`config.mk`:
```
export PLATFORM = sky130hd
export DESIGN_NAME = decimal_text_to_int32_checker_core
export DESIGN_NICKNAME = d
export VERILOG_FILES = /design/src/hdl/dtti_pkg.sv /design/src/hdl/decimal_text_to_int32_checker_core.sv
export VERILOG_INCLUDE_DIRS = /design/src /design/src/hdl
export SDC_FILE = /design/constraint.sdc
export NUM_CORES = 1
export LEC_CHECK = 0
export BUFFER_PORTS_ARGS = -buffer_cell sky130_fd_sc_hd__buf_2
export CORE_ASPECT_RATIO = 1.1
export CORE_UTILIZATION = 60
export CTS_CLUSTER_DIAMETER = 150
export CTS_CLUSTER_SIZE = 20
export DETAILED_ROUTE_END_ITERATION = 7
export MAX_ROUTING_LAYER = met4
export PLACE_DENSITY_LB_ADDON = 0.15
export SLEW_MARGIN = 20
export SYNTH_ARGS = -nofsm -noshare
export SYNTH_HDL_FRONTEND = slang
export SYNTH_SLANG_ARGS = --single-unit
```
`constraint.sdc`:
```
create_clock -name clk_i -period 11.29 [get_ports clk_i]
set_input_delay 1.129 -clock clk_i [delete_from_list [all_inputs] [get_ports clk_i]]
set_output_delay 1.129 -clock clk_i [all_outputs]
set_load 0.05 [all_outputs]
```
`src/hdl/decimal_text_to_int32_checker_core_defines.svh`:
```
// Assertion macros shared by the checker RTL.
`ifndef DECIMAL_TEXT_TO_INT32_CHECKER_CORE_DEFINES_SVH
`define DECIMAL_TEXT_TO_INT32_CHECKER_CORE_DEFINES_SVH

// Same-cycle implication, checked outside reset.
`define DTTI_ASSERT_SAME(label, clk, rst_n, ante, cons, msg) \
  label: assert property (@(posedge clk) disable iff (!rst_n) (ante) |-> (cons)) \
    else $error(msg);

// Next-cycle implication, checked outside reset.
`define DTTI_ASSERT_NEXT(label, clk, rst_n, ante, cons, msg) \
  label: assert property (@(posedge clk) disable iff (!rst_n) (ante) |=> (cons)) \
    else $error(msg);

`endif

```
`src/hdl/dtti_pkg.sv`:
```
package dtti_pkg;

  // Result status codes
  typedef enum logic [1:0] {
    ST_OK      = 2'd0,
    ST_INVALID = 2'd1,
    ST_RANGE   = 2'd2
  } status_e;

  // Magnitude limits for the two signs
  localparam logic [31:0] MaxPosMag = 32'h7FFF_FFFF;
  localparam logic [31:0] MaxNegMag = 32'h8000_0000;

  // Digit count limit and saturation value
  localparam logic [3:0] MaxDigits = 4'd10;
  localparam logic [3:0] CountSat  = 4'hF;

  // ASCII codes
  localparam logic [7:0] CharMinus = 8'h2D;
  localparam logic [7:0] CharZero  = 8'h30;
  localparam logic [7:0] CharNine  = 8'h39;

endpackage

```
`src/hdl/decimal_text_to_int32_checker_core.sv`:
```
// Result path: the last character of a string is accepted into the input register, and
// its result loads into the result register when the held character advances.
// Throughput: one character per cycle; the multiply-by-ten accumulate is a
// combinational shift-add, and a last character waits only while the previous result is held.
// Reset: rst_ni clears the accumulated string state and both valid flags.
`include "decimal_text_to_int32_checker_core_defines.svh"

module decimal_text_to_int32_checker_core
  import dtti_pkg::*;
(
  input  logic               clk_i,
  input  logic               rst_ni,
  input  logic               in_valid_i,
  output logic               in_ready_o,
  input  logic [7:0]         character_i,
  input  logic               last_char_i,
  output logic               out_valid_o,
  input  logic               out_ready_i,
  output logic signed [31:0] value_o,
  output logic [1:0]         status_o
);

  // Input register
  logic       s1_valid_q, s1_valid_d;
  logic [7:0] s1_char_q;
  logic       s1_last_q;
  logic       s1_go;
  logic       in_accept;

  // String state
  logic [31:0] mag_q, mag_d;
  logic [3:0]  cnt_q, cnt_d;
  logic        neg_q, neg_d;
  logic        bad_q, bad_d;
  logic        first_q, first_d;

  // Result register
  logic        out_valid_q, out_valid_d;
  logic [31:0] value_q, value_d;
  status_e     status_q, status_d;

  // Step logic
  logic        is_minus, is_digit;
  logic [7:0]  digit_full;
  logic [35:0] prod;
  logic [31:0] mag_upd, limit;
  logic [3:0]  cnt_upd;
  logic        neg_upd, bad_upd;

  // Advance the held character unless its result cannot be stored
  assign s1_go      = s1_valid_q && (!s1_last_q || !out_valid_q || out_ready_i);
  assign in_ready_o = !s1_valid_q || s1_go;
  assign in_accept  = in_valid_i && in_ready_o;
  assign s1_valid_d = in_accept ? 1'b1 : (s1_go ? 1'b0 : s1_valid_q);

  // Classify the character and accumulate the magnitude
  always_comb begin
    is_minus   = first_q && (s1_char_q == CharMinus);
    is_digit   = (s1_char_q >= CharZero) && (s1_char_q <= CharNine);
    digit_full = s1_char_q - CharZero;
    prod       = ({4'b0, mag_q} << 3) + ({4'b0, mag_q} << 1) + {28'b0, digit_full};
    mag_upd    = mag_q;
    cnt_upd    = cnt_q;
    neg_upd    = neg_q;
    bad_upd    = bad_q;
    if (is_minus) begin
      neg_upd = 1'b1;
    end else if (is_digit) begin
      mag_upd = (prod[35:32] != 4'b0) ? '1 : prod[31:0];
      cnt_upd = (cnt_q == CountSat) ? cnt_q : cnt_q + 4'd1;
    end else begin
      bad_upd = 1'b1;
    end
  end

  // Check the finished string and form its result
  always_comb begin
    limit   = neg_upd ? MaxNegMag : MaxPosMag;
    value_d = '0;
    if (bad_upd || (cnt_upd == 4'd0)) begin
      status_d = ST_INVALID;
    end else if ((cnt_upd > MaxDigits) || (mag_upd > limit)) begin
      status_d = ST_RANGE;
    end else begin
      status_d = ST_OK;
      value_d  = neg_upd ? (32'd0 - mag_upd) : mag_upd;
    end
  end

  // Next string state: keep accumulating, or drop back to reset after the last item
  always_comb begin
    mag_d   = mag_q;
    cnt_d   = cnt_q;
    neg_d   = neg_q;
    bad_d   = bad_q;
    first_d = first_q;
    if (s1_go) begin
      if (s1_last_q) begin
        mag_d   = '0;
        cnt_d   = '0;
        neg_d   = 1'b0;
        bad_d   = 1'b0;
        first_d = 1'b1;
      end else begin
        mag_d   = mag_upd;
        cnt_d   = cnt_upd;
        neg_d   = neg_upd;
        bad_d   = bad_upd;
        first_d = 1'b0;
      end
    end
  end

  // Hold the result until taken
  assign out_valid_d = (s1_go && s1_last_q) ? 1'b1 : (out_ready_i ? 1'b0 : out_valid_q);

  // Control and string state
  always_ff @(posedge clk_i or negedge rst_ni) begin
    if (!rst_ni) begin
      s1_valid_q  <= 1'b0;
      out_valid_q <= 1'b0;
      mag_q       <= '0;
      cnt_q       <= '0;
      neg_q       <= 1'b0;
      bad_q       <= 1'b0;
      first_q     <= 1'b1;
    end else begin
      s1_valid_q  <= s1_valid_d;
      out_valid_q <= out_valid_d;
      mag_q       <= mag_d;
      cnt_q       <= cnt_d;
      neg_q       <= neg_d;
      bad_q       <= bad_d;
      first_q     <= first_d;
    end
  end

  // Payload registers
  always_ff @(posedge clk_i) begin
    if (in_accept) begin
      s1_char_q <= character_i;
      s1_last_q <= last_char_i;
    end
    if (s1_go && s1_last_q) begin
      value_q  <= value_d;
      status_q <= status_d;
    end
  end

  assign out_valid_o = out_valid_q;
  assign value_o     = value_q;
  assign status_o    = status_q;

  // Checks
  `DTTI_ASSERT_SAME(a_err_value_zero, clk_i, rst_ni,
                    out_valid_q && (status_q != ST_OK), value_q == 32'd0,
                    "nonzero value with error status")
  `DTTI_ASSERT_NEXT(a_state_cleared, clk_i, rst_ni,
                    s1_go && s1_last_q,
                    first_q && (mag_q == 32'd0) && (cnt_q == 4'd0) && !neg_q && !bad_q,
                    "string state not cleared after last item")
  `DTTI_ASSERT_SAME(a_result_source, clk_i, rst_ni,
                    $rose(out_valid_q), $past(s1_go && s1_last_q),
                    "result raised without a last item")
  `DTTI_ASSERT_SAME(a_stall_cause, clk_i, rst_ni,
                    !in_ready_o, s1_valid_q && s1_last_q && out_valid_q && !out_ready_i,
                    "input stalled without a blocked result")

endmodule
```
[Word-level counts from Yosys, hierarchy flattened]
Index checks and enable logic that the tools add are counted.
Word-level totals
  register bits after elaboration: 84
  output and inout port bits: 36
  word-level logic and storage cells: 61
Operators by class
  add/sub/neg operators: 5
  $lt $le $gt $ge: 4
  equality and inequality tests: 2
  muxes and demuxes: 21
  reductions and logical operators: 18
Operators with widths (number)
  32-bit 2-to-1 mux: 6
  35-bit by 33-bit adder with 36-bit output: 1
  36-bit by 8-bit adder with 36-bit output: 1
  32-bit > comparator: 1
  1-bit by 32-bit subtractor with 32-bit output, first input constant: 1
  4-bit 2-to-1 mux: 4
  1-bit 2-to-1 mux: 10
  8-bit by 6-bit equality test with 1-bit output, second input constant: 1
  8-bit by 6-bit greater-or-equal comparator with 1-bit output, second input constant: 1
  8-bit by 6-bit <= comparator with 1-bit output, second input constant: 1
  8-bit by 6-bit subtractor with 8-bit output, second input constant: 1
  1-bit logical AND: 5
  1-bit logical OR: 5
  4-bit by 1-bit adder with 4-bit output, second input constant: 1
  4-bit equality test, second input constant: 1
  4-bit > comparator, second input constant: 1
  4-bit zero test: 1
  2-bit nonzero test: 2
  4-bit nonzero test: 1
  1-bit zero test: 3
  2-bit 2-to-1 mux: 1
  2-bit OR reduction: 1

[Depth between registers and ports, before layout]
Gate-level depths: netlist of run 1.
  depth after elaboration: 9
  gate-level depth with buffers: 29
  depth with buffers taken out: 26

[Least setup slack after synthesis of run 1]
No wires, ideal clock.
  kind: reg-to-reg
  from: register s1_char_q[6]
  to: register value_q[11] (netlist: value_o[11]) (data pin)
  library setup time: 0.257 ns
  arrival time: 6.404 ns
  data required time: 11.033 ns
  slack: 4.630 ns
  cell stages (with the launch flop): 27
  buffers on the path: 5
  clock period less this slack: 6.660 ns
  cell sequence: edfxtp_1 -> a21oi_1 -> xor2_1 -> fa_1 -> ha_1 -> a21oi_1 -> nand2_1 -> o211ai_1 -> a31oi_1 -> or3_4 -> a2111oi_4 -> buf_2 -> buf_2 -> and2_1 -> clkbuf_1 -> a31oi_1 -> ha_1 -> nand4_1 -> nor4_1 -> nand3_1 -> a21oi_1 -> a2111o_1 -> a211oi_1 -> a211oi_1 -> buf_2 -> buf_2 -> nor2_1
On the way
  longest elaborated chain between the ends: 9
  elaborated cells on any way between the ends: 25
  those cells by class: add/sub (3); order compare (4); eq/ne (1); mux (10); reduce/logical (7)
RTL lines
  start: declaration: RTL line decimal_text_to_int32_checker_core.sv:25  | logic [7:0] s1_char_q;
  start signal: assignment: RTL line decimal_text_to_int32_checker_core.sv:141  | s1_char_q <= character_i;
  8-bit by 6-bit subtractor with 8-bit output: RTL line decimal_text_to_int32_checker_core.sv:60  | digit_full = s1_char_q - CharZero;
  36-bit by 8-bit adder with 36-bit output: RTL line decimal_text_to_int32_checker_core.sv:61  | prod = ({4'b0, mag_q} << 3) + ({4'b0, mag_q} << 1) + {28'b0, digit_full};
  4-bit nonzero test: RTL line decimal_text_to_int32_checker_core.sv:69  | mag_upd = (prod[35:32] != 4'b0) ? '1 : prod[31:0];
  32-bit 2-to-1 mux: RTL line decimal_text_to_int32_checker_core.sv:69
  32-bit 2-to-1 mux: RTL line decimal_text_to_int32_checker_core.sv:68  | end else if (is_digit) begin
  32-bit 2-to-1 mux: RTL line decimal_text_to_int32_checker_core.sv:66  | if (is_minus) begin
  32-bit > comparator: RTL line decimal_text_to_int32_checker_core.sv:82  | end else if ((cnt_upd > MaxDigits) || (mag_upd > limit)) begin
  1-bit logical OR: RTL line decimal_text_to_int32_checker_core.sv:82
  2-bit OR reduction (no line)
  end signal: assignment: RTL line decimal_text_to_int32_checker_core.sv:145  | value_q <= value_d;
  end: declaration: RTL line decimal_text_to_int32_checker_core.sv:39  | logic [31:0] value_q, value_d;
Parallel ways exist; a longest one is shown, timed or not.
A chain may end at the register's enable or synchronous reset.

[Worst setup path after layout of run 1]
  from: register s1_char_q[5]
  to: register value_q[16] (netlist: value_o[16]) (data pin)
Same word-level chain as after synthesis.

==> impl_metrics.py, run 1 <==
metrics = {
    "clocking": {
        "cts_root_buf": "clkbuf_16",
        "cts_resized": 0,
        "clk_pin_slew_worst_paths_ns": 0.07,
        "ctsHoldBuffers": 0,
        "clock-sinks": 84,
        "clock_path_buffers": 2,
        "clk_latency_ns": 0.36,
        "htree_levels": 3,
        "cts_tree": "yes",
        "cts_setup_buffers": 0,
        "cts_buffers": 9,
    },
    "grt": {
        "gr-total-overflow": 0,
        "grt_pass1_wl_um": 33900,
        "track_usage_pct": 32.3,
        "grt_max_degree": 52,
        "use_met3_pct": 5.64,
        "top_usage_layer": "met2",
        "grt_pass1_vias": 6884,
        "antenna_found_initial": 0,
        "grt_use_met1_pct": 36.5,
        "use_met2_pct": 57.5,
    },
    "floorplan": {
        "dieHeight_um": 124,
        "die_w_um": 113,
        "coreArea_um2": 13200,
        "start_util_pct": 61.3,
        "die_area_um2": 13900,
        "fp-row-count": 44,
        "ios": 49,
    },
    "cells_and_area": {
        "syn_to_final_growth_pct": 8.03,
        "fin_util_pct": 66.2,
        "final_nets": 1072,
        "drive_gt1_share_pct": 11.6,
        "fin_area_um2": 8710,
        "n_antenna_cell": 0,
    },
    "yosys": {
        "syn_avg_cell_area_um2": 8.65,
        "synth_top_flop_cell": "edfxtp_1",
        "synth_enable_flop_cells": 43,
        "async_flop_share_pct": 48.8,
        "netlist_instances": 932,
        "synthTopCellsByArea": "edfxtp_1, ha_1, dfrtp_1",
        "synth_top_area_share_pct": 16.0,
        "netlist.top_cell.by_area": "edfxtp_1",
        "syn_nets": 1045,
        "ys_types": 79,
        "syn-cell-area_um2": 8060,
        "ys_ff_latch": 84,
        "yosysWarningCount": 0,
        "ys_seq_area_share_pct": 28.8,
    },
    "setup_path": {
        "critical_path.top_delay_family": "compound AO/OA/AOI/OAI gates",
        "cp.arrival_ns": 7.55,
        "crit_type": "flop to flop",
        "cp.depth": 27,
        "worst_ep_required_time_ns": 11.48,
        "worst_path_max_delay_cell": "fa_1",
        "reg2reg_depth": 27,
        "endpoint_kind": "flop",
        "cp_slowest_stage_delay_ns": 0.44,
        "start_kind": "flop",
        "crit_path_frequent_cell": "a21oi_1",
        "critPathBufInv": 2,
        "crit_fanout": 34,
        "r2r_start": "s1_char_q[5]",
        "setup.worst_path.start": "s1_char_q[5]",
    },
    "sta": {
        "hold_viol_final": 0,
        "slew_viol_final": 0,
        "skew_ns": 0.0166,
        "rsz0062_at_grt": "false",
        "hold-worst-slack_ns": 0.457,
        "maxSlewHeadroom_pct": 35.8,
        "tns_ns": 0,
        "max_freq_ghz": 0.136,
        "min_period_ns": 7.36,
        "setup_viol": 0,
        "worstMarginPinSlew_ns": 0.964,
        "finalCritPeriodShare_pct": 65.2,
    },
    "placed_design": {
        "dp_hpwl_um": 16400,
        "placed_cell_area_um2": 8410,
        "place_congestion": 0.913,
        "io_buffers": 48,
    },
    "job": {
        "drv_cap": 0,
    },
    "min_path": {
        "hold_depth": 2,
        "hold_class": "flop to flop",
        "hold_start": "first_q",
    },
    "drt": {
        "drc": 0,
        "vias_per_cell": 6.62,
        "wl_per_cell_um": 19.1,
        "num_vias": 7452,
        "firstDrtPassIters": 5,
        "drt-initial-drc-count": 708,
        "drt-total-wl_um": 21500,
        "ant_nets": 0,
    },
    "status": {
        "status": "completed",
    },
    "pwr": {
        "power.leakage_nw": 3.93,
        "power_density_nw_per_um2": 105,
        "peakVddDrop_mv": 0.130,
    },
}
==> per-stage QoR <==
step                cells  worst slack, ns  power [W]
floorplan             932             4.63   0.000550
global placement     1109             4.35   0.000616
detailed placement   1109             4.09   0.000619
CTS                  1125             4.06   0.000915
global route         1125             3.52   0.000954
finish               1125             3.93   0.000918
==> state kept, by name, summed over array words and instances (netlist names) <==
name,cells
bad_q,1
cnt_q,4
first_q,1
mag_q,32
neg_q,1
out_valid_o,1
s1_char_q,8
s1_last_q,1
s1_valid_q,1
status_o,2
value_o,32
==> area by class of cell <==
| type | instances | area, um2 |
|---|---|---|
| fillers | 1144 | 4450 |
| multi-input cells | 778 | 5470 |
| clock buffers | 11 | 254 |
| well taps | 161 | 201 |
| clock inverters | 5 | 40.0 |
| inverters | 26 | 97.6 |
| flip-flops and latches | 84 | 2320 |
| repair buffers | 60 | 330 |
==> report_power, final <==
part / internal, W / switching, W / total (W)
logic: 0.0000882 / 0.000175 / 0.000263
registers: 0.000339 / 0.0000178 / 0.000356
clock network: 0.000166 / 0.000133 / 0.000298
total: 0.000593 / 0.000325 / 0.000918
==> worst reg2reg max path, stage by stage, from the launching register on <==
cell	delay, ns
edfxtp_1	0.42
a21oi_1	0.20
xor2_1	0.19
fa_1	0.44
ha_1	0.39
a21oi_1	0.20
nand2_1	0.10
o211ai_1	0.32
a31oi_1	0.17
or3_4	0.36
a2111oi_4	0.34
buf_4	0.35
nand2_1	0.27
nor2_1	0.34
a21oi_1	0.20
ha_1	0.35
a21o_1	0.16
a21o_1	0.17
a21oi_1	0.24
o21ai_0	0.18
nand3_1	0.13
a21oi_1	0.05
a2111o_1	0.38
a211oi_1	0.41
a211oi_4	0.11
buf_4	0.27
or2_2	0.31
o21ai_0	0.15
==> cell usage after synthesis, types with 11 or more instances <==
library cell,count
ha_1,94
nand3_1,15
buf_2,12
xor2_1,19
clkbuf_1,27
a21oi_1,80
nor2_1,109
or3_1,11
nor4_1,14
inv_1,24
nand2_1,62
xnor2_1,20
edfxtp_1,43
dfrtp_1,40
a21o_1,20
a31oi_1,20
nor3_1,26
nand4_1,20
nor2b_1,12
o21ai_0,47
a22o_1,29
==> cell families (layout without fill, tap and decap cells) <==
group,Yosys count,count (layout),share of synthesized area (%)
AND/OR/NAND/NOR,329,329,20.3
AO/OA/AOI/OAI,306,306,26.4
adder cells (fa/ha/maj),100,100,16.1
flip-flops,84,84,28.8
buffers and inverters,70,102,3.63
XOR/XNOR,39,39,4.24
multiplexers,4,4,0.590
==> placed cells by master, fill, tap and decap left out, types with 6 or more instances in the layout <==
cell / Yosys / final
a21o_1: 20 / 20
buf_2: 12 / 48
nor2b_1: 12 / 12
ha_1: 94 / 94
o21ai_0: 47 / 47
fa_1: 6 / 6
nor4b_1: 6 / 6
xnor2_1: 20 / 20
clkbuf_16: 0 / 10
a21oi_1: 80 / 80
nand4_1: 20 / 20
nand3_1: 15 / 15
a41oi_1: 8 / 8
o21a_1: 10 / 10
or3_1: 11 / 11
buf_4: 0 / 12
a211oi_1: 9 / 8
xor2_1: 19 / 19
a22o_1: 29 / 29
nand2_1: 62 / 62
a31oi_1: 20 / 20
dfrtp_1: 40 / 40
and3_1: 10 / 10
o211ai_1: 10 / 10
or2_2: 10 / 10
and2_1: 10 / 9
o41ai_1: 8 / 8
nor3_1: 26 / 26
nor2_1: 109 / 108
inv_1: 24 / 24
edfxtp_1: 43 / 43
nor4_1: 14 / 14
==> routing by layer <==
metal / up-vias / wire, um
li1: 3619 / -
met3: 54 / 1220
met4: 0 / 702
met2: 259 / 10900
met5: - / 0
met1: 3520 / 8660
==> final timing paths <==
| path | slack (ns) | end |
|---|---|---|
| max | 3.93 | value_o[16] |
| min | 0.46 | first_q |
| max reg2reg | 3.93 | value_o[16] |
| min reg2reg | 0.46 | first_q |
| max in group asynchronous | 9.78 | mag_q[0] |
| min in group asynchronous | 0.91 | mag_q[28] |
No activity file was read; power rests on OpenSTA's default activity.
==> run 2, diff against run 1 <==
--- a/config.mk
+++ b/config.mk
@@ -8,7 +8,7 @@
 export LEC_CHECK = 0
 export BUFFER_PORTS_ARGS = -buffer_cell sky130_fd_sc_hd__buf_2
 export CORE_ASPECT_RATIO = 1.1
-export CORE_UTILIZATION = 60
+export CORE_UTILIZATION = 57
 export CTS_CLUSTER_DIAMETER = 150
 export CTS_CLUSTER_SIZE = 20
 export DETAILED_ROUTE_END_ITERATION = 7
==> constraint.sdc (replaced) <==
create_clock -name clk_i -period 6.6 [get_ports clk_i]
set_input_delay 0.66 -clock clk_i [delete_from_list [all_inputs] [get_ports clk_i]]
set_output_delay 0.66 -clock clk_i [all_outputs]
set_load 0.05 [all_outputs]
==> run 2 against run 1 <==
Net effect: critical path depth decreased by 2; utilization increased by 0.15 points; total power increased by 72%; count of clock-buffer cells in the layout unchanged; global-route usage increased by 1.5 points; routed wire length increased by 7.8%; worst setup slack got worse by 3.6 ns; combinational power increased by 86%; final cell count increased by 6.1%; non-clock buffer count increased by 42; hold slack got worse by 0.26 ns; fmax increased by 17%; largest power group unchanged; critical endpoint is now value_o[31]; highest routed layer unchanged.
==> impl_metrics.py, run 2 (synthesis gave the netlist of run 1 again) <==
metrics = {
    "drt": {
        "firstDrtPassIters": 5,
        "drt-initial-drc-count": 582,
        "drt-total-wl_um": 23100,
        "ant_nets": 0,
        "num_vias": 7749,
        "drc": 0,
        "vias_per_cell": 6.49,
        "wl_per_cell_um": 19.4,
    },
    "placed_design": {
        "dp_hpwl_um": 17800,
        "place_congestion": 0.986,
        "place_inst": 1174,
        "io_buffers": 48,
    },
    "floorplan": {
        "die_area_um2": 14600,
        "ios": 49,
        "fp-row-count": 45,
        "dieHeight_um": 127,
        "coreArea_um2": 13800,
        "die_w_um": 115,
        "start_util_pct": 58.4,
    },
    "clocking": {
        "htree_levels": 3,
        "clock-sinks": 84,
        "clk_pin_slew_worst_paths_ns": 0.06,
        "cts_buffers": 9,
        "cts_tree": "yes",
        "clock_path_buffers": 2,
        "ctsHoldBuffers": 0,
        "cts_root_buf": "clkbuf_16",
        "clk_latency_ns": 0.36,
    },
    "grt": {
        "grt_max_degree": 43,
        "antenna_found_initial": 0,
        "track_usage_pct": 33.9,
        "gr-total-overflow": 0,
        "grt_pass1_wl_um": 37300,
        "grt_pass1_vias": 7579,
    },
    "pwr": {
        "peakVddDrop_mv": 0.213,
        "power_density_nw_per_um2": 173,
        "p_comb_share_pct": 31.0,
        "power.leakage_nw": 4.15,
        "clockPowerShare_pct": 30.4,
        "switchingPower_w": 0.000557,
        "p_sw_share_pct": 35.3,
        "pwr-share-seq_pct": 38.6,
        "intPower_w": 0.00102,
    },
    "cells_and_area": {
        "final_cell_mix": "nor2_1, ha_1, a21oi_1",
        "instances_no_fill": 1194,
        "final_nets": 1114,
        "n_antenna_cell": 0,
        "syn_to_final_growth_pct": 13.5,
        "drive_gt1_share_pct": 16.7,
        "final_common_cell": "nor2_1",
    },
    "setup_path": {
        "start_kind": "flop",
        "cp.arrival_ns": 6.38,
        "crit_path_frequent_cell": "buf_4",
        "endpoint_kind": "flop",
        "worst_path_max_delay_cell": "fa_1",
        "crit_type": "flop to flop",
        "crit_fanout": 8,
        "cp_slowest_stage_delay_ns": 0.48,
        "worst_ep_required_time_ns": 6.70,
    },
    "min_path": {
        "hold_class": "primary input to asynchronous set/reset pin",
    },
    "sta": {
        "tns_ns": 0,
        "skew_ns": 0.00930,
        "worstMarginPinSlew_ns": 0.817,
        "max_freq_ghz": 0.159,
        "hold_viol_final": 0,
        "finalCritPeriodShare_pct": 95.2,
        "maxSlewHeadroom_pct": 45.0,
        "slew_viol_final": 0,
        "setup_viol": 0,
        "min_period_ns": 6.29,
    },
    "job": {
        "drv_cap": 0,
    },
    "status": {
        "status": "completed",
    },
}
[run 2: cell type report]
cell class              count  area (um2)
multi-input cells         778        5560
fillers                  1180        4650
flip-flops and latches     84        2320
repair buffers            102         662
clock buffers              11         243
well taps                 188         235
inverters                  26        97.6
clock inverters             5        36.3
[run 2: worst paths after layout]
check / start / end / slack, ns / cells past startpoint
max: s1_char_q[4] / value_o[31] / 0.31 / 25
min: rst_ni / mag_q[16] / 0.20 / 1
max reg2reg: s1_char_q[4] / value_o[31] / 0.31 / 25
min reg2reg: first_q / first_q / 0.48 / 2
max in group asynchronous: rst_ni / first_q / 5.85 / 2
min in group clk_i: character_i[1] / s1_char_q[1] / 0.47 / 1
[run 2: layer usage]
| layer | vias up | GRT usage [%] | share of wire [%] |
|---|---|---|---|
| li1 | 3706 | - | - |
| met1 | 3678 | 38.4 | 40 |
| met2 | 275 | 57.2 | 50 |
| met3 | 90 | 4.73 | 4.6 |
| met4 | 0 | 18.4 | 5.2 |
| met5 | - | - | 0 |
[run 2: per-stage QoR]
stage	total power (W)	hold WS, ns	area [um2]	worst slack (ns)	utilization (%)
after global routing	0.00165	0.208	9150	-0.0157	66.3
after CTS	0.00156	0.469	9020	0.00497	65.4
after global placement	0.00108	0.465	8730	-0.0103	63.3
after floorplan	0.000941	0.364	8070	0.112	-
final	0.00158	0.196	9150	0.315	66.3
after detailed placement	0.00109	0.468	8730	-0.263	63.3
[run 2: worst max-delay path: cells and delay by family (launching register included)]
family	cells	cell delay, ns
DFF	1	0.42
buffers and inverters	3	0.61
AOI/OAI and AO/OA	8	1.60
and+or+nand+nor	8	1.60
muxes	1	0.27
xor gates and xnor gates	1	0.19
adders and majority gates	4	1.33
[run 2: power groups by stage]
| stage | registers (W) | clock network [W] | logic [W] |
|---|---|---|---|
| floorplan | 0.000642 | 0 | 0.000299 |
| global placement | 0.000620 | 0 | 0.000460 |
| detailed placement | 0.000620 | 0 | 0.000466 |
| CTS | 0.000610 | 0.000484 | 0.000468 |
| global route | 0.000614 | 0.000504 | 0.000531 |
| finish | 0.000610 | 0.000480 | 0.000489 |
[run 2: timing repair]
| item | in CTS | in global routing |
|---|---|---|
| buffers inserted | 1 | 2 |
| setup endpoints to repair | 29 | 33 |
| pin swaps | 1 | 4 |
| gates resized for setup | 1 | 19 |
==> run 3, diff against run 2 <==
--- a/config.mk
+++ b/config.mk
@@ -8,7 +8,7 @@
 export LEC_CHECK = 0
 export BUFFER_PORTS_ARGS = -buffer_cell sky130_fd_sc_hd__buf_2
 export CORE_ASPECT_RATIO = 1.1
-export CORE_UTILIZATION = 57
+export CORE_UTILIZATION = 55
 export CTS_CLUSTER_DIAMETER = 150
 export CTS_CLUSTER_SIZE = 20
 export DETAILED_ROUTE_END_ITERATION = 7
==> run 3 against run 2 <==
Net effect: global-route usage shrank 2.1 points; count of clock-buffer cells in the layout is 1 lower; sequential power barely moved.
==> impl_metrics.py, run 3 (synthesis gave the netlist of run 1 again) <==
metrics = {
    "pwr": {
        "power.leakage_nw": 4.14,
        "switchingPower_w": 0.000560,
        "clockPowerShare_pct": 33.8,
        "pwr-share-seq_pct": 36.9,
        "p_comb_share_pct": 29.3,
        "intPower_w": 0.00109,
        "peakVddDrop_mv": 0.188,
        "power_density_nw_per_um2": 181,
        "p_sw_share_pct": 33.9,
    },
    "setup_path": {
        "worst_path_max_delay_cell": "fa_1",
        "reg2reg_depth": 25,
        "ff2ff_setup_slack_ns": 0.39,
        "cp.arrival_ns": 6.32,
        "crit_type": "flop to flop",
        "r2r_start": "s1_char_q[4]",
        "crit_fanout": 8,
        "critPathBufInv": 2,
        "crit_path_frequent_cell": "ha_1",
        "rr_endpoint": "value_o[31]",
        "worst_ep_required_time_ns": 6.70,
        "cp_slowest_stage_delay_ns": 0.44,
        "start_kind": "flop",
        "critical_path.top_delay_family": "simple AND/OR/NAND/NOR gates",
        "endpoint_kind": "flop",
    },
    "floorplan": {
        "die_w_um": 117,
        "dieHeight_um": 129,
        "die_area_um2": 15100,
        "ios": 49,
        "fp-row-count": 46,
        "start_util_pct": 56.0,
        "coreArea_um2": 14400,
    },
    "cells_and_area": {
        "final_common_cell": "nor2_1",
        "final_cell_mix": "nor2_1, ha_1, a21oi_1",
        "syn_to_final_growth_pct": 13.2,
        "multiInputGateArea_um2": 5530,
        "final_nets": 1108,
        "seqCellArea_um2": 2320,
        "fillers": 1239,
        "fin_area_um2": 9120,
        "n_antenna_cell": 0,
        "drive_gt1_share_pct": 16.1,
    },
    "min_path": {
        "hold_depth": 2,
        "hold_start": "first_q",
        "min_to": "first_q",
        "hold_class": "flop to flop",
    },
    "job": {
        "drv_cap": 0,
    },
    "drt": {
        "firstDrtPassIters": 6,
        "top_layer": "met4",
        "ant_nets": 0,
        "dr_wl_met2_um": 11700,
        "drt-total-wl_um": 23100,
        "vias_per_cell": 6.45,
        "drt-initial-drc-count": 701,
        "wl_per_cell_um": 19.4,
        "num_vias": 7693,
        "wl_met3_um": 1170,
        "met1_length_um": 9290,
        "drc": 0,
    },
    "clocking": {
        "ctsHoldBuffers": 0,
        "cts_buffers": 9,
        "clk_latency_ns": 0.35,
        "cts_tree": "yes",
        "clk_pin_slew_worst_paths_ns": 0.06,
        "cts_root_buf": "clkbuf_16",
        "clock-sinks": 84,
        "clock_path_buffers": 2,
        "htree_levels": 3,
    },
    "grt": {
        "track_usage_pct": 31.8,
        "grt_pass1_wl_um": 36600,
        "gr-total-overflow": 0,
        "antenna_found_initial": 0,
        "grt_pass1_vias": 7172,
        "grt_max_degree": 42,
    },
    "sta": {
        "finalCritPeriodShare_pct": 94.2,
        "max_freq_ghz": 0.161,
        "skew_ns": 0.00960,
        "hold_viol_final": 0,
        "worstMarginPinSlew_ns": 0.999,
        "min_period_ns": 6.21,
        "maxSlewHeadroom_pct": 33.4,
        "slew_viol_final": 0,
        "tns_ns": 0,
        "setup_viol": 0,
    },
    "status": {
        "status": "completed",
    },
    "placed_design": {
        "io_buffers": 48,
        "placed_cell_area_um2": 8680,
        "dp_hpwl_um": 17800,
        "place_congestion": 0.985,
    },
}
==> run 3: cell types whose count changed in the layout (fill, tap and decap cells not counted), sizes merged <==
cell | previous run | this run
clkbuf | 11 | 10
clkinv | 2 | 3
clkinvlp | 3 | 1
bufinv | 0 | 2
buf | 102 | 96
==> run 3: what timing repair did <==
item | CTS | global route
buffers inserted | 0 | 6
endpoints found under the setup margin | 2 | 33
gates resized for setup | 1 | 18
pin swaps | 0 | 6
cloned | 0 | 0
==> run 3: power by group through the flow <==
stage / Clock [W] / Sequential (W) / Combinational [W]
after detailed placement: 0 / 0.000619 / 0.000461
after CTS: 0.000563 / 0.000609 / 0.000464
after global routing: 0.000583 / 0.000613 / 0.000524
after global placement: 0 / 0.000619 / 0.000457
final: 0.000558 / 0.000610 / 0.000485
after floorplan: 0 / 0.000642 / 0.000299
==> run 3: worst reg2reg max path: stages, from the launching register on <==
cell       delay [ns]
edfxtp_1         0.42
ha_1             0.25
xnor2_1          0.20
fa_1             0.44
ha_1             0.38
nand3_1          0.14
nor2_1           0.08
o211ai_1         0.33
a31oi_1          0.17
or3_4            0.36
a2111oi_4        0.39
nand2_2          0.19
buf_4            0.18
nor3_2           0.22
nor2_1           0.09
ha_1             0.31
nand4_1          0.21
nor4_4           0.29
nand3_1          0.14
a21oi_1          0.16
a2111o_1         0.14
a211oi_2         0.06
a211oi_4         0.28
buf_4            0.23
nor2b_1          0.06
mux2_2           0.26
==> run 3: worst max-delay path by stage <==
stage	from	end	slack, ns	depth (start not counted)
after floorplan	s1_char_q[6]	value_o[11]	0.11	26
final	s1_char_q[4]	value_o[31]	0.39	25
after CTS	s1_char_q[5]	value_o[25]	0.06	25
after global placement	s1_char_q[5]	value_o[30]	0.09	24
after global routing	s1_char_q[5]	value_o[31]	-0.007	25
after detailed placement	s1_char_q[5]	value_o[30]	-0.007	24
==> run 3: metrics by stage <==
step | util (%) | hold WS (ns) | setup slack [ns] | cells | power (W)
floorplan | - | 0.364 | 0.112 | 932 | 0.000941
global placement | 60.3 | 0.458 | 0.0906 | 1170 | 0.00108
detailed placement | 60.3 | 0.467 | -0.00724 | 1170 | 0.00108
CTS | 62.6 | 0.472 | 0.0557 | 1186 | 0.00164
global route | 63.4 | 0.468 | -0.00725 | 1192 | 0.00172
finish | 63.4 | 0.475 | 0.386 | 1192 | 0.00165
==> run 3: layout make-up <==
cell class                 instances  share of cell area [%]
tap                              192                    2.63
sequential                        84                    25.4
clock inverter                     6                   0.947
inverter                          26                    1.07
multi-input combinational        778                    60.6
clock buffer                      10                    2.62
timing repair buffer              96                    6.67
==> run 3: routing by layer <==
layer	vias up	GRT usage, %
met3	75	5.90
met4	0	14.4
met5	-	-
met2	290	55.2
met1	3640	35.7
li1	3688	-
